--- src/rtl/core/lrufac_pkg.sv ---
// lrufac_pkg: shared constants and controller/datapath interface types
// for the lru fully associative cache core
// no dependencies
`default_nettype none

package lrufac_pkg;

    localparam int ADDR_W = 64;
    localparam int OUT_W  = 32;
    localparam int CFG_W  = 9;

    localparam logic [CFG_W-1:0] CFG_RESET = 9'd256;

    // command codes
    localparam logic CMD_ACCESS = 1'b0;
    localparam logic CMD_CLEAR  = 1'b1;

    // datapath sweep modes
    typedef logic [1:0] mode_t;
    localparam mode_t MODE_IDLE   = 2'd0;
    localparam mode_t MODE_SCAN   = 2'd1;
    localparam mode_t MODE_UPDATE = 2'd2;
    localparam mode_t MODE_CLEAR  = 2'd3;

    typedef struct packed {
        logic  accept;
        logic  sweep_start;
        mode_t mode;
        logic  finish;
    } dp_cmd_t;

    typedef struct packed {
        logic sweep_done;
    } dp_sts_t;

endpackage

`default_nettype wire

--- src/rtl/core/lrufac_ctrl.sv ---
// lrufac_ctrl: sequencing state machine for the lru cache core
// depends on lrufac_pkg (command codes, dp_cmd_t, dp_sts_t)
`default_nettype none

module lrufac_ctrl (
    input  wire logic                clk,
    input  wire logic                rst_n,
    input  wire logic                start,
    input  wire logic                command,
    output logic                     busy,
    output lrufac_pkg::dp_cmd_t      cmd,
    input  wire lrufac_pkg::dp_sts_t sts
);

    localparam logic [2:0] ST_INIT   = 3'd0;
    localparam logic [2:0] ST_IDLE   = 3'd1;
    localparam logic [2:0] ST_SCAN   = 3'd2;
    localparam logic [2:0] ST_UPDATE = 3'd3;
    localparam logic [2:0] ST_CLEAR  = 3'd4;

    logic [2:0] state_reg;
    logic [2:0] state_next;

    always_ff @(posedge clk or negedge rst_n)
    begin
        if (!rst_n)
        begin
            state_reg <= ST_INIT;
        end
        else
        begin
            state_reg <= state_next;
        end
    end

    always_comb
    begin
        state_next      = state_reg;
        cmd.accept      = 1'b0;
        cmd.sweep_start = 1'b0;
        cmd.mode        = lrufac_pkg::MODE_IDLE;
        cmd.finish      = 1'b0;
        unique case (state_reg)
            ST_INIT:
            begin
                // invalidate every line after reset
                cmd.mode = lrufac_pkg::MODE_CLEAR;
                if (sts.sweep_done)
                begin
                    state_next = ST_IDLE;
                end
            end
            ST_IDLE:
            begin
                if (start)
                begin
                    cmd.accept      = 1'b1;
                    cmd.sweep_start = 1'b1;
                    if (command == lrufac_pkg::CMD_ACCESS)
                    begin
                        state_next = ST_SCAN;
                    end
                    else
                    begin
                        state_next = ST_CLEAR;
                    end
                end
            end
            ST_SCAN:
            begin
                cmd.mode = lrufac_pkg::MODE_SCAN;
                if (sts.sweep_done)
                begin
                    cmd.sweep_start = 1'b1;
                    state_next      = ST_UPDATE;
                end
            end
            ST_UPDATE:
            begin
                cmd.mode = lrufac_pkg::MODE_UPDATE;
                if (sts.sweep_done)
                begin
                    cmd.finish = 1'b1;
                    state_next = ST_IDLE;
                end
            end
            ST_CLEAR:
            begin
                cmd.mode = lrufac_pkg::MODE_CLEAR;
                if (sts.sweep_done)
                begin
                    cmd.finish = 1'b1;
                    state_next = ST_IDLE;
                end
            end
            default:
            begin
                state_next = ST_IDLE;
            end
        endcase
    end

    assign busy = (state_reg != ST_IDLE);

endmodule

`default_nettype wire

--- config.mk ---
export PLATFORM = sky130hd
export DESIGN_NAME = lrufac_ctrl
export DESIGN_NICKNAME = d
export VERILOG_FILES = /design/src/rtl/core/lrufac_pkg.sv /design/src/rtl/core/lrufac_ctrl.sv
export SDC_FILE = /design/constraint.sdc
export NUM_CORES = 1
export LEC_CHECK = 0
export BUFFER_PORTS_ARGS = -buffer_cell sky130_fd_sc_hd__buf_2
export CORE_AREA = 5 5 42 44
export CTS_CLUSTER_DIAMETER = 60
export DETAILED_ROUTE_END_ITERATION = 10
export DIE_AREA = 0 0 47 49
export PLACE_DENSITY = 0.43
export SLEW_MARGIN = 20
export SYNTH_ARGS = -nofsm -noshare
export SYNTH_HDL_FRONTEND = slang
export SYNTH_SLANG_ARGS = --single-unit
--- constraint.sdc ---
create_clock -name clk -period 3.3 [get_ports clk]
set_input_delay 0.33 -clock clk [delete_from_list [all_inputs] [get_ports clk]]
set_output_delay 0.33 -clock clk [all_outputs]
set_load 0.005 [all_outputs]
==> flow_summary.ini, run 1 <==
[floorplan]
ios = 11
num_rows = 14
die_w_um = 47
fp.dieH_um = 49
coreArea_um2 = 1400
die_area_um2 = 2300
initial_utilization_pct = 16.5

[global_route]
gr-total-overflow = 0
grt_max_degree = 13
grt_antenna_before_repair = 0
grt_pass1_vias = 212
grt_first_pass_wirelength_um = 972
track_usage_pct = 6.06

[min_path]
min_path_cells = 3
hold_path_class = input pin to register
hold-path-endpoint = state_reg[1]$_DFFE_PN0P_
holdCritStartpoint = command

[sta]
slew_headroom_pct = 79.5
min_period_ns = 1.71
rsz0062_at_grt = no
hold_viol = 0
fin_skew_ns = 0.000574
setup_viol = 0
tns_ns = 0
drv_slew = 0
fmax_ghz = 0.584
worst_pin_slew_ns = 0.308
fin_crit_sh_pct = 51.9

[place]
place.port_buffers = 10
gp_congestion = 0.608
dp_hpwl_um = 428
dpl_cell_area_um2 = 283

[synth]
ys_async_sr_fraction_pct = 100
muxShareOfSynthArea_pct = 0
yosys.area.top_type = dfrtp_1
synth-edff-count = 0
synth_top_area_share_pct = 32.4
synthAdderAreaFrac_pct = 0
ys_seq_elements = 3
postSynthAreaPerCell_um2 = 10.1
synth_compound_area_share_pct = 22.7
synth_cell_types = 13
syn_nets = 28
synth_area_um2 = 231
synth_common_cells = a21oi_1 (4), dfrtp_1 (3), nand3b_1 (3), or3b_1 (3), a21oi_2 (2)
synth_xor_xnor_area_share_pct = 0
synth_warnings = 0
synth-simple-area-share_pct = 35.1
synth_top_family_by_area = simple AND/OR/NAND/NOR gates
synth_cells = 23
synth-seq-area-share_pct = 32.4
synth_top_flop_cell = dfrtp_1
yosysMostFrequentCell = a21oi_1
synth_area_leaders = dfrtp_1 (32%), or3b_1 (11%), nand3b_1 (9.7%)

[route]
drt_wl_total_um = 568
drc = 0
num_vias = 223
via_per_inst = 4.29
drtAntennaViolNets = 0
firstDrtPassIters = 4
wire_per_inst_um = 10.9
drt-initial-drc-count = 1

[clock_tree]
root_buffer = clkbuf_4
cts_made_buffers = 3
clock_path_buffers = 2
clk_pin_slew_ns = 0.04
cts_post_setup_buffers_inserted = 0
hold_buffers = 1
h-tree-depth = 1
ctsResizeCount = 0
insertion_delay_ns = 0.24
tritoncts = yes
clock_sinks = 3

[cells_and_area]
drive_gt1_share_pct = 47.2
final_area_um2 = 319
largest_reg_flops = 3
n_antenna_cell = 0
area_delta_synth_final_pct = 37.8
nNetsFinal = 42

[setup_path]
r2r_start = state_reg[0]$_DFFE_PN0P_
crit_required_ns = 2.97
start_kind = register
cp_max_fo = 12
r2r_slack_ns = 2.20
arrival_ns = 1.38
path_class = register to output pin
r2r_end = state_reg[2]$_DFFE_PN0P_
reg2reg_depth = 2
end_kind = output pin

[job]
maxCapViolCount = 0

[pwr]
power_density_nw_per_um2 = 828
p_leak_nw = 0.140
ir_drop_uv = 342

[run_status]
outcome = finished clean
-- cell usage in the layout (no fill, tap or decap), drive strengths merged --
cell type    count
dlygate4sd3      1
nand3b           3
or3b             3
a21bo            1
a21oi            6
o21ai            1
buf             10
and4bb           1
inv              1
nand4bb          1
nand4b           1
clkbuf           4
dfrtp            3
-- cells by family after synthesis --
kind of cell | after synthesis
buffers and inverters | 3
AOI/OAI and AO/OA | 8
and+or+nand+nor | 9
DFF | 3
-- worst max-delay path by stage --
stage	slack, ns	endpoint	from	depth (start not counted)
after floorplan	1.97	cmd[0]	state_reg[1]$_DFFE_PN0P_	3
after global placement	1.84	cmd[0]	state_reg[0]$_DFFE_PN0P_	3
after detailed placement	1.84	cmd[0]	state_reg[0]$_DFFE_PN0P_	3
after CTS	1.58	cmd[0]	state_reg[0]$_DFFE_PN0P_	3
after global routing	1.53	cmd[0]	state_reg[0]$_DFFE_PN0P_	3
final	1.59	cmd[0]	state_reg[0]$_DFFE_PN0P_	3
-- power by group --
| part | leakage, nW | internal [mW] | switching, mW | total [mW] |
|---|---|---|---|---|
| registers | 0.0373 | 0.0511 | 0.0361 | 0.0872 |
| clock network | 0.0150 | 0.0454 | 0.0201 | 0.0655 |
| logic | 0.0875 | 0.0673 | 0.0441 | 0.111 |
| total | 0.140 | 0.164 | 0.100 | 0.264 |
-- final cells by class --
cell class	count	area (um^2)
Clock buffer	4	26.3
Fill cell	166	1080
Inverter	1	3.75
Multi-Input combinational cell	17	134
Sequential cell	3	75.1
Tap cell	16	20.0
Timing Repair Buffer	11	60.1
-- critical path, cell delays in order, from the launching register on --
cell and delay (ns):
dfrtp_1 0.48, or3b_1 0.43, a21oi_2 0.13, buf_2 0.11
-- per-layer routing --
| layer | vias up | track usage (%) | wire [um] |
|---|---|---|---|
| met5 | - | 0 | 0 |
| met4 | 0 | 1.38 | 0 |
| met3 | 0 | 5.17 | 90 |
| met2 | 13 | 6.79 | 184 |
| met1 | 95 | 8.57 | 293 |
| li1 | 115 | - | - |
-- through the flow --
| step | cells | setup WS (ns) | util (%) | power [mW] | hold WS, ns |
|---|---|---|---|---|---|
| after floorplan | 23 | 1.97 | - | 0.165 | 0.0344 |
| after global placement | 47 | 1.84 | 20.2 | 0.199 | 0.129 |
| after detailed placement | 47 | 1.84 | 20.2 | 0.198 | 0.130 |
| after CTS | 52 | 1.58 | 22.8 | 0.268 | 0.399 |
| after global routing | 52 | 1.53 | 22.8 | 0.297 | 0.397 |
| final | 52 | 1.59 | 22.8 | 0.264 | 0.399 |
(Power assumes the default switching activity.)
==> inputs of run 2 (changes only) <==
- PLACE_DENSITY: 0.43 -> 0.44
- clock period: 3.3 -> 1.4 ns (I/O delays scaled with it)
==> run 2 against run 1 <==
Compared with the run above:
- the flow now finishes with violations (negative setup slack)
- worst hold slack got worse by 0.19 ns
- core utilization up 3.2 points
- setup slack got worse by 1.6 ns
- sequential share of layout area is 2.6 points lower
- critical path depth stayed put
- global-route usage decreased by 0.41 points
- register-to-register slack got worse by 1.9 ns
- cell count up 7.7%
- routed wire length is 11% higher
- critical endpoint unchanged
==> flow_summary.ini, run 2 (synthesis results as in run 1) <==
[place]
gp_congestion = 0.680
place.port_buffers = 10
dp_hpwl_um = 479

[setup_path]
crit_required_ns = 1.26
worst_path_largest_cell_delay_ns = 0.43
r2r_start = state_reg[0]$_DFFE_PN0P_
r2r_slack_ns = 0.26
crit_slowest_cell = dfrtp_2
cp_max_fo = 6
critPathTopFamily = flip-flops
reg2reg_depth = 3
path_class = register to output pin
critPathBufInv = 1
path_cells = or3b_1 -> a21oi_2 -> buf_2
end_kind = output pin
arrival_ns = 1.27
start_kind = register
r2r_end = state_reg[2]$_DFFE_PN0P_

[cells_and_area]
seqCellArea_um2 = 76.3
mostFrequentLayoutCell = buf_2
fillCellCount = 159
nNetsFinal = 46
n_antenna_cell = 0
largest_reg_flops = 3
multiInputGateArea_um2 = 138
final_core_util_pct = 26.0
area_delta_synth_final_pct = 57.3
drive_gt1_share_pct = 57.5

[clock_tree]
h-tree-depth = 1
clk_pin_slew_ns = 0.04
clock_sinks = 3
insertion_delay_ns = 0.24
cts_made_buffers = 3
clock_path_buffers = 2
root_buffer = clkbuf_4
tritoncts = yes

[route]
drt-initial-drc-count = 2
wire_per_inst_um = 11.3
drc = 0
drtAntennaViolNets = 0
firstDrtPassIters = 2
via_per_inst = 4.20
drt_wl_total_um = 631
num_vias = 235

[global_route]
grt_antenna_before_repair = 0
grt_pass1_vias = 220
grt_first_pass_wirelength_um = 924
grt_max_degree = 9
track_usage_pct = 5.65
gr-total-overflow = 0

[floorplan]
coreArea_um2 = 1400
fp.dieH_um = 49
ios = 11
die_w_um = 47
die_area_um2 = 2300
initial_utilization_pct = 16.5
num_rows = 14

[pwr]
power_density_nw_per_um2 = 2020
p_leak_nw = 0.161
ir_drop_uv = 734

[sta]
fin_crit_sh_pct = 101
hold_viol = 0
tns_ns = -0.00933
rsz0062_at_grt = yes
worst_pin_slew_ns = 0.168
fin_skew_ns = 0.00151
slew_headroom_pct = 88.8
setup_viol = 1
fmax_ghz = 0.710
setup_ws_ns = -0.00933
min_period_ns = 1.41
drv_slew = 0

[run_status]
outcome = complete, but fails checks
violations = negative setup slack

[job]
maxCapViolCount = 0

[min_path]
hold-path-endpoint = state_reg[1]$_DFFE_PN0P_
min_path_cells = 3
holdCritStartpoint = command
hold_path_class = input pin to register
run 2: per-layer routing:
metal | share of wire (%) | vias up | track usage (%)
li1 | - | 119 | -
met1 | 50 | 103 | 7.98
met2 | 37 | 13 | 6.11
met3 | 13 | 0 | 5.17
met4 | 0 | 0 | 1.38
met5 | 0 | - | 0
run 2: metrics by stage:
step           power [mW]  setup WS, ns  instances  cell area [um^2]  hold slack, ns
3_5_place_dp        0.524         0.218         50               305         -0.0588
2_1_floorplan       0.390         0.255         23               231          -0.156
3_3_place_gp        0.524         0.227         50               305         -0.0625
4_1_cts             0.690       -0.0371         55               342           0.209
5_1_grt             0.796       -0.0694         56               364           0.204
6_report            0.737      -0.00933         56               364           0.207
run 2: worst min-delay path, cell delays in order:
cell	delay, ns
buf_2	0.09
nand4bb_1	0.12
a21oi_1	0.06
run 2: where the power goes:
group / total, mW / internal, mW / switching, mW
logic: 0.413 / 0.238 / 0.175
registers: 0.161 / 0.124 / 0.0377
clock network: 0.162 / 0.107 / 0.0548
total: 0.737 / 0.469 / 0.267
run 2: how the worst max path moves through the flow:
stage,start,endpoint,slack (ns),cells after the start
after floorplan,state_reg[1]$_DFFE_PN0P_,cmd[0],0.26,3
after global placement,state_reg[0]$_DFFE_PN0P_,cmd[0],0.23,3
after detailed placement,state_reg[0]$_DFFE_PN0P_,cmd[0],0.22,3
after CTS,state_reg[1]$_DFFE_PN0P_,cmd[0],-0.04,3
after global routing,state_reg[1]$_DFFE_PN0P_,cmd[0],-0.07,3
final,state_reg[1]$_DFFE_PN0P_,cmd[0],-0.009,3
run 2: area by class of cell:
cell class	count	area share, %
tap	16	5.50
timing repair buffer	15	27.5
multi-input combinational	17	37.8
sequential	3	21.0
inverter	1	1.03
clock buffer	4	7.22
run 2: timing repair:
item | 4_1_cts | 5_1_grt
endpoints found under the setup margin | 1 | 4
pin swaps | 2 | 3
hold buffers | 1 | 0
hold endpoints to repair | 3 | 0
setup buffers | 0 | 1
resized for setup | 0 | 4
